## config.mk

```make
export PLATFORM = sky130hd
export DESIGN_NAME = cpu_multiply_extend_execute_core
export DESIGN_NICKNAME = d
export VERILOG_FILES = /design/src/sv/mxe_pkg.sv /design/src/sv/mxe_prep.sv /design/src/sv/mxe_accum.sv /design/src/sv/cpu_multiply_extend_execute_core.sv
export SDC_FILE = /design/constraint.sdc
export NUM_CORES = 2
export LEC_CHECK = 0
export BUFFER_PORTS_ARGS = -buffer_cell sky130_fd_sc_hd__buf_2
export CAP_MARGIN = 10
export CORE_MARGIN = 5
export CORE_UTILIZATION = 45
export DETAILED_ROUTE_END_ITERATION = 16
export GPL_ROUTABILITY_DRIVEN = 0
export SYNTH_ARGS = -nofsm -noshare
export SYNTH_HDL_FRONTEND = slang
export SYNTH_HIERARCHICAL = 1
export SYNTH_SLANG_ARGS = --single-unit
```

## constraint.sdc

```tcl
create_clock -name i_clk -period 17.2 [get_ports i_clk]
set_input_delay 3.44 -clock i_clk [delete_from_list [all_inputs] [get_ports i_clk]]
set_output_delay 3.44 -clock i_clk [all_outputs]
set_load 0.02 [all_outputs]
```

## src/sv/mxe_pkg.sv

```systemverilog
`default_nettype none

package mxe_pkg;

    // Command codes of the instruction class
    typedef enum logic [3:0] {
        CMD_ADC    = 4'd0,
        CMD_SBC    = 4'd1,
        CMD_LD_B   = 4'd2,
        CMD_LD_UB  = 4'd3,
        CMD_LD_H   = 4'd4,
        CMD_LD_UH  = 4'd5,
        CMD_MLT_H  = 4'd6,
        CMD_MLTU_H = 4'd7,
        CMD_MLT_W  = 4'd8,
        CMD_MLTU_W = 4'd9,
        CMD_MAC    = 4'd10
    } t_cmd;

    // Register write-back target
    typedef enum logic [1:0] {
        WT_NONE = 2'd0,
        WT_RD   = 2'd1,
        WT_RS   = 2'd2
    } t_target;

    // Accumulator update selected in the accumulate stage
    typedef enum logic [1:0] {
        ACC_KEEP = 2'd0,
        ACC_LOW  = 2'd1,
        ACC_ALL  = 2'd2,
        ACC_ADD  = 2'd3
    } t_acc_op;

    localparam logic [31:0] PTR_STEP = 32'd2;

    // Captured input item
    typedef struct packed {
        logic [3:0]         cmd;
        logic [31:0]        dest_value;
        logic [31:0]        src_value;
        logic               carry_in;
        logic [31:0]        ptr_first;
        logic [31:0]        ptr_second;
        logic signed [15:0] sample_first;
        logic signed [15:0] sample_second;
    } t_item;

    // Between the operate stage and the accumulate stage
    typedef struct packed {
        logic [31:0] reg_result;
        t_target     write_target;
        logic [31:0] ptr_first_next;
        logic [31:0] ptr_second_next;
        logic        advance_pc;
        logic        flag_n;
        logic        flag_z;
        logic        flag_v;
        logic        flag_c;
        t_acc_op     acc_op;
        logic [63:0] product;
    } t_mid;

    // Finished result item
    typedef struct packed {
        logic [31:0] reg_result;
        t_target     write_target;
        logic [31:0] ptr_first_next;
        logic [31:0] ptr_second_next;
        logic        advance_pc;
        logic        flag_n;
        logic        flag_z;
        logic        flag_v;
        logic        flag_c;
        logic [31:0] acc_high;
        logic [31:0] acc_low;
        logic        mac_overflow;
    } t_res;

endpackage

`default_nettype wire

```

## src/sv/mxe_prep.sv

```systemverilog
`default_nettype none

// Operate stage: adder, extender and the shared multiplier, registered
module mxe_prep import mxe_pkg::*; (
    input  wire logic  i_clk,
    input  wire logic  i_en,
    input  wire t_item i_item,
    output t_mid       o_mid
);

    t_mid r_mid;
    t_mid n_mid;

    logic signed [32:0] w_op_a;
    logic signed [32:0] w_op_b;
    logic signed [63:0] w_prod;
    logic [32:0]        w_sum;
    logic [32:0]        w_sub_rhs;
    logic [32:0]        w_diff;
    logic [31:0]        w_d;
    logic [31:0]        w_s;

    assign w_d = i_item.dest_value;
    assign w_s = i_item.src_value;

    // Multiplier operand selection: all forms fit one 33x33 signed product
    always_comb begin
        w_op_a = '0;
        w_op_b = '0;
        case (i_item.cmd)
            CMD_MLT_H: begin
                w_op_a = {{17{w_d[15]}}, w_d[15:0]};
                w_op_b = {{17{w_s[15]}}, w_s[15:0]};
            end
            CMD_MLTU_H: begin
                w_op_a = {17'd0, w_d[15:0]};
                w_op_b = {17'd0, w_s[15:0]};
            end
            CMD_MLT_W: begin
                w_op_a = {w_d[31], w_d};
                w_op_b = {w_s[31], w_s};
            end
            CMD_MLTU_W: begin
                w_op_a = {1'b0, w_d};
                w_op_b = {1'b0, w_s};
            end
            CMD_MAC: begin
                w_op_a = {{17{i_item.sample_first[15]}}, i_item.sample_first};
                w_op_b = {{17{i_item.sample_second[15]}}, i_item.sample_second};
            end
            default: begin
                w_op_a = '0;
                w_op_b = '0;
            end
        endcase
    end

    // Only the low 64 bits of the product are kept
    assign w_prod = $signed({{31{w_op_a[32]}}, w_op_a}) *
                    $signed({{31{w_op_b[32]}}, w_op_b});

    // Add with carry, subtract with borrow (33 bits, bit 32 is the carry or the borrow)
    assign w_sum     = {1'b0, w_d} + {1'b0, w_s} + {32'd0, i_item.carry_in};
    assign w_sub_rhs = {1'b0, w_s} + {32'd0, i_item.carry_in};
    assign w_diff    = {1'b0, w_d} - w_sub_rhs;

    // Result selection
    always_comb begin
        n_mid                 = '0;
        n_mid.write_target    = WT_NONE;
        n_mid.ptr_first_next  = i_item.ptr_first;
        n_mid.ptr_second_next = i_item.ptr_second;
        n_mid.advance_pc      = 1'b1;
        n_mid.acc_op          = ACC_KEEP;
        n_mid.product         = w_prod;
        case (i_item.cmd)
            CMD_ADC: begin
                n_mid.reg_result   = w_sum[31:0];
                n_mid.write_target = WT_RD;
                n_mid.flag_c       = w_sum[32];
                n_mid.flag_v       = ~(w_d[31] ^ w_s[31]) & (w_d[31] ^ w_sum[31]);
                n_mid.flag_n       = w_sum[31];
                n_mid.flag_z       = (w_sum[31:0] == 32'd0);
            end
            CMD_SBC: begin
                n_mid.reg_result   = w_diff[31:0];
                n_mid.write_target = WT_RD;
                n_mid.flag_c       = w_diff[32];
                n_mid.flag_v       = (w_d[31] ^ w_s[31]) & (w_d[31] ^ w_diff[31]);
                n_mid.flag_n       = w_diff[31];
                n_mid.flag_z       = (w_diff[31:0] == 32'd0);
            end
            CMD_LD_B: begin
                n_mid.reg_result   = {{24{w_s[7]}}, w_s[7:0]};
                n_mid.write_target = WT_RD;
            end
            CMD_LD_UB: begin
                n_mid.reg_result   = {24'd0, w_s[7:0]};
                n_mid.write_target = WT_RD;
            end
            CMD_LD_H: begin
                n_mid.reg_result   = {{16{w_s[15]}}, w_s[15:0]};
                n_mid.write_target = WT_RD;
            end
            CMD_LD_UH: begin
                n_mid.reg_result   = {16'd0, w_s[15:0]};
                n_mid.write_target = WT_RD;
            end
            CMD_MLT_H, CMD_MLTU_H: begin
                n_mid.acc_op = ACC_LOW;
            end
            CMD_MLT_W, CMD_MLTU_W: begin
                n_mid.acc_op = ACC_ALL;
            end
            CMD_MAC: begin
                // zero count: the loop ends and nothing changes
                if (w_s != 32'd0) begin
                    n_mid.acc_op          = ACC_ADD;
                    n_mid.reg_result      = w_s - 32'd1;
                    n_mid.write_target    = WT_RS;
                    n_mid.ptr_first_next  = i_item.ptr_first + PTR_STEP;
                    n_mid.ptr_second_next = i_item.ptr_second + PTR_STEP;
                    n_mid.advance_pc      = 1'b0;
                end
            end
            default: begin
                n_mid.acc_op = ACC_KEEP;
            end
        endcase
    end

    always_ff @(posedge i_clk) begin
        if (i_en) begin
            r_mid <= n_mid;
        end
    end

    assign o_mid = r_mid;

endmodule

`default_nettype wire

```

## src/sv/mxe_accum.sv

```systemverilog
`default_nettype none

// Accumulate stage: holds the accumulator and sticky flag, drives the result register
module mxe_accum import mxe_pkg::*; (
    input  wire logic i_clk,
    input  wire logic i_rst_n,
    input  wire logic i_en,
    input  wire t_mid i_mid,
    output t_res      o_res
);

    logic [63:0] r_acc;
    logic [63:0] n_acc;
    logic        r_sticky;
    logic        n_sticky;
    t_res        r_res;
    t_res        n_res;
    logic [63:0] w_acc_sum;
    logic        w_add_ovf;

    // 64-bit accumulate with signed overflow detect
    assign w_acc_sum = r_acc + i_mid.product;
    assign w_add_ovf = (r_acc[63] == i_mid.product[63]) && (w_acc_sum[63] != r_acc[63]);

    always_comb begin
        n_acc    = r_acc;
        n_sticky = r_sticky;
        case (i_mid.acc_op)
            ACC_KEEP: n_acc = r_acc;
            ACC_LOW:  n_acc = {r_acc[63:32], i_mid.product[31:0]};
            ACC_ALL:  n_acc = i_mid.product;
            ACC_ADD: begin
                n_acc    = w_acc_sum;
                n_sticky = r_sticky | w_add_ovf;
            end
            default:  n_acc = r_acc;
        endcase
    end

    // Result item
    always_comb begin
        n_res.reg_result      = i_mid.reg_result;
        n_res.write_target    = i_mid.write_target;
        n_res.ptr_first_next  = i_mid.ptr_first_next;
        n_res.ptr_second_next = i_mid.ptr_second_next;
        n_res.advance_pc      = i_mid.advance_pc;
        n_res.flag_n          = i_mid.flag_n;
        n_res.flag_z          = i_mid.flag_z;
        n_res.flag_v          = i_mid.flag_v;
        n_res.flag_c          = i_mid.flag_c;
        n_res.acc_high        = n_acc[63:32];
        n_res.acc_low         = n_acc[31:0];
        n_res.mac_overflow    = n_sticky;
    end

    always_ff @(posedge i_clk) begin
        if (!i_rst_n) begin
            r_acc    <= '0;
            r_sticky <= 1'b0;
        end else if (i_en) begin
            r_acc    <= n_acc;
            r_sticky <= n_sticky;
        end
    end

    always_ff @(posedge i_clk) begin
        if (i_en) begin
            r_res <= n_res;
        end
    end

    assign o_res = r_res;

endmodule

`default_nettype wire

```

## src/sv/cpu_multiply_extend_execute_core.sv

```systemverilog
// Channel | Direction | Handshake               | Payload
// --------+-----------+-------------------------+------------------------------------------
// input   | in        | i_in_valid / o_in_stall | i_cmd, operands, pointers, samples
// output  | out       | o_out_valid / i_out_stall | o_reg_result ... o_mac_overflow
//
// Three register stages: input capture, operate (adder, extender, one 33x33
// multiplier), accumulate. An item is registered in each stage in that order
// before it shows on the outputs; one item per cycle sustained while the
// output is not stalled.
// The accumulator loop closes inside the accumulate stage, so mac steps chain
// back to back. Synchronous active-low reset clears stage valids, accumulator
// and sticky flag. A stall on the output backs up stage by stage; empty stages
// keep accepting.
`default_nettype none

module cpu_multiply_extend_execute_core import mxe_pkg::*; (
    input  wire logic        i_clk,
    input  wire logic        i_rst_n,
    input  wire logic        i_in_valid,
    output logic             o_in_stall,
    input  wire logic [3:0]  i_cmd,
    input  wire logic [31:0] i_dest_value,
    input  wire logic [31:0] i_src_value,
    input  wire logic        i_carry_in,
    input  wire logic [31:0] i_ptr_first,
    input  wire logic [31:0] i_ptr_second,
    input  wire logic signed [15:0] i_sample_first,
    input  wire logic signed [15:0] i_sample_second,
    output logic             o_out_valid,
    input  wire logic        i_out_stall,
    output logic [31:0]      o_reg_result,
    output logic [1:0]       o_write_target,
    output logic [31:0]      o_ptr_first_next,
    output logic [31:0]      o_ptr_second_next,
    output logic             o_advance_pc,
    output logic             o_flag_n,
    output logic             o_flag_z,
    output logic             o_flag_v,
    output logic             o_flag_c,
    output logic [31:0]      o_acc_high,
    output logic [31:0]      o_acc_low,
    output logic             o_mac_overflow
);

    logic  r_in_valid;
    logic  r_mid_valid;
    logic  r_out_valid;
    t_item r_in;
    t_item n_in;
    t_mid  w_mid;
    t_res  w_res;

    logic w_out_free;
    logic w_mid_free;
    logic w_in_free;
    logic w_mid_move;
    logic w_in_move;
    logic w_accept;

    // Stage flow control: a stage takes new data when empty or draining
    assign w_out_free = !r_out_valid || !i_out_stall;
    assign w_mid_free = !r_mid_valid || w_out_free;
    assign w_in_free  = !r_in_valid  || w_mid_free;
    assign w_mid_move = r_mid_valid && w_out_free;
    assign w_in_move  = r_in_valid  && w_mid_free;
    assign w_accept   = i_in_valid  && w_in_free;
    assign o_in_stall = !w_in_free;

    always_ff @(posedge i_clk) begin
        if (!i_rst_n) begin
            r_in_valid  <= 1'b0;
            r_mid_valid <= 1'b0;
            r_out_valid <= 1'b0;
        end else begin
            if (w_in_free) begin
                r_in_valid <= i_in_valid;
            end
            if (w_mid_free) begin
                r_mid_valid <= r_in_valid;
            end
            if (w_out_free) begin
                r_out_valid <= r_mid_valid;
            end
        end
    end

    // Input capture register
    always_comb begin
        n_in.cmd           = i_cmd;
        n_in.dest_value    = i_dest_value;
        n_in.src_value     = i_src_value;
        n_in.carry_in      = i_carry_in;
        n_in.ptr_first     = i_ptr_first;
        n_in.ptr_second    = i_ptr_second;
        n_in.sample_first  = i_sample_first;
        n_in.sample_second = i_sample_second;
    end

    always_ff @(posedge i_clk) begin
        if (w_accept) begin
            r_in <= n_in;
        end
    end

    mxe_prep u_prep (
        .i_clk  (i_clk),
        .i_en   (w_in_move),
        .i_item (r_in),
        .o_mid  (w_mid)
    );

    mxe_accum u_accum (
        .i_clk   (i_clk),
        .i_rst_n (i_rst_n),
        .i_en    (w_mid_move),
        .i_mid   (w_mid),
        .o_res   (w_res)
    );

    // Output ports
    assign o_out_valid       = r_out_valid;
    assign o_reg_result      = w_res.reg_result;
    assign o_write_target    = w_res.write_target;
    assign o_ptr_first_next  = w_res.ptr_first_next;
    assign o_ptr_second_next = w_res.ptr_second_next;
    assign o_advance_pc      = w_res.advance_pc;
    assign o_flag_n          = w_res.flag_n;
    assign o_flag_z          = w_res.flag_z;
    assign o_flag_v          = w_res.flag_v;
    assign o_flag_c          = w_res.flag_c;
    assign o_acc_high        = w_res.acc_high;
    assign o_acc_low         = w_res.acc_low;
    assign o_mac_overflow    = w_res.mac_overflow;

endmodule

`default_nettype wire

```

==> run metrics <==
outcome completed; placed inst area 71,500 sq um; CTS tree built; Worst Clk Skew 24.3 ps; die width 397 um; GR Layer Usage met3 0.0512; CTS Hold Bufs 0; Mapped Area a little under 70,000 sq um; critical path arrival 11,970 ps; GRT overflow 0; synthesized netlist cell count between 6,000 and 7,000; Yosys top cell area share 0.336; Seq cells post-synth 570; syn avg cell area 9.87 sq um; CTS Buf Count 68; most frequent cells in the layout 1,193 x inv_1, 1,130 x fa_1, 811 x nand2_1, 674 x nor2_1, 502 x edfxtp_1; final setup violation count 0; Fill cells 13,800; critical path type flip-flop to flip-flop; largest net degree at the start of global routing 150; Yosys top cell by area fa_1; Cell variety after synth ~110; RSZ-0062 raised after global routing false; CTS root buf clkbuf_16; Clock Sinks between 500 and 600; synth warn 6; Req. time, crit path around 18,000 ps; post-CTS setup buffer count 0; Seq/Total Area, Yosys 0.244; Vias/cell 5.60; most common cell after layout, fill and taps aside inv_1; vias in the first global route 53,200; Final Cycle Share 0.673; Worst path max stage delay just over 900 ps; most used cell, CP fa_1; Placed Cells around 9,000; all-layer global routing usage 0.267; met2 usage 0.445; Slew HR 0.118; utilization after layout 0.494; Layout Cells excl Fill approximately 9,100; Initial DRC Count around 4,700; htree depth 3; gr busiest metal met2; asr flop ratio synth 0; Reg clk slew, reported paths roughly 60 ps; area delta synth->final 9.40%; Pleak approximately 33 nW; Clock Latency Late Sink 680 ps; fin nets 8,700; Crit. End Element flip-flop; register area 16,400 sq um; pwr dens 67.8 nW/um^2; routed wire length 208,000 um; IO Port Bufs 338; footprint of the multi-input gates 45,500 sq um; Max FO, Critical Path 61; chip height a little under 400 um; minimum clock period 11,570 ps; Starting Density 0.451; Slew Limit Fails 0; Worst path slowest cell fa_1; actual slew at the worst max-slew pin 1320 ps; share of cells above drive strength 1 0.0932; met1 usage 0.326; initial antenna violation count 13; startpoint types flip-flop; synth top area cells fa_1 34%, edfxtp_1 22%, ha_1 6.9%, inv_1 6.6%, nand2_1 4.5%; CTS-repair resized insts 0; DRC Markers 0; Clock Tree Buf Depth 3; Max Freq 86.4 MHz; top_reg_cell synth edfxtp_1; setup_tns 0 ps; Ports 339; vias post-DR 51,000; cell area after layout about 74,000 sq um; Fin. Hold Viols 0; Routed Antenna Nets 0; full die area 158,000 sq um; Net Count, Synth 8,499; Max-Cap Viols 0; num rows 142; WL per Instance 22.9 um; TritonRoute pass-1 iters 9; final hold slack 410 ps; Post-synth EDFFs 502; core area 149,000 sq um; VDD IR-drop max 0.0746 mV; worst hold path type flip-flop to flip-flop; first-pass GRT wire length 318,000 um; HPWL Detailed between 150,000 and 200,000 um
## critical path, delay by kind of cell (launching register included)
family / cells / cell delay, ps
flops: 1 / 320
xor+xnor: 1 / 90
buf+inv: 9 / 2260
compound gates: 7 / 2020
fa+ha+maj: 9 / 4920
simple gates: 7 / 1570
## kinds of logic (layout without fill, tap and decap cells)
group	Yosys count	after routing	synth area share
AO/OA/AOI/OAI	955	955	0.0963
XOR/XNOR	262	262	0.0340
adder cells (fa/ha/maj)	1502	1502	0.405
buffers and inverters	1520	1776	0.0848
flip-flops	570	570	0.244
multiplexers	89	89	0.0135
other	0	7	0
AND/OR/NAND/NOR	1930	1930	0.123
## stage by stage
step           setup WS [ps]  total power [mW]
2_1_floorplan           4090              2.99
3_3_place_gp            6010              3.53
3_5_place_dp            5810              3.55
4_1_cts                 5780              5.04
5_1_grt                 5080              5.32
6_report                5630              5.00
## power by group
part           internal, mW  leakage [nW]  switching [mW]  total (mW)
clock network         0.825          1.08           0.634        1.46
registers              1.63          5.35          0.0758        1.71
logic                 0.674          26.8            1.16        1.83
total                  3.13          33.2            1.87        5.00
## final timing paths
path,from,endpoint,slack [ps],depth (start not counted)
worst max register to register,r_in[161]$_DFFE_PP_,u_prep/o_mid[63]$_DFFE_PP_,5630,33
worst min-delay path,u_prep/o_mid[132]$_DFFE_PP_,u_accum/o_res[131]$_DFFE_PP_,410,0
worst min register to register,u_prep/o_mid[132]$_DFFE_PP_,u_accum/o_res[131]$_DFFE_PP_,410,0
worst max-delay path,r_in[161]$_DFFE_PP_,u_prep/o_mid[63]$_DFFE_PP_,5630,33
## cell usage after synthesis (8+ instances only)
cell type	instances
a21oi_1	293
o31a_1	9
mux2i_1	79
a22oi_1	32
mux2_2	8
o21a_1	21
nand2_1	811
dfxtp_1	68
nand4_1	50
and2_1	26
and4_1	10
o22ai_1	10
nor3_1	54
nand3_1	81
a31o_2	16
xor2_1	67
o21ai_0	123
nand2b_1	29
inv_1	1193
or4_1	8
nor4_1	20
o221ai_1	18
o21bai_1	32
a21o_1	105
a21boi_0	8
a211oi_1	54
nor2_1	678
and3_1	34
ha_1	372
clkbuf_1	297
o31ai_1	18
o211ai_1	29
xnor2_1	195
a22o_1	38
fa_1	1130
nor3b_1	8
o21ai_1	10
nor2b_1	65
edfxtp_1	502
a31oi_1	33
buf_1	19
or3_1	27
## sequential cells by signal, indices dropped and copies added (netlist names)
| name | count |
|---|---|
| o_out_valid | 1 |
| r_in | 165 |
| r_in_valid | 1 |
| r_mid_valid | 1 |
| u_accum/o_res | 168 |
| u_accum/r_acc | 64 |
| u_accum/r_sticky | 1 |
| u_prep/o_mid | 169 |
## layout make-up
cell class	instances	area share
multi-input cells	4738	0.616
flip-flops and latches	570	0.223
inverters	1196	0.0609
repair buffers	455	0.0352
well taps	2016	0.0342
clock buffers	82	0.0239
clock inverters	43	0.00641
diodes	7	0.000237
## layer usage
layer  share of wire  up-vias
met5               0        -
met2            0.48     2273
met3           0.081      616
met1            0.37    25800
li1                -    22300
met4           0.066        0
Power figures use the tool's default switching activity.
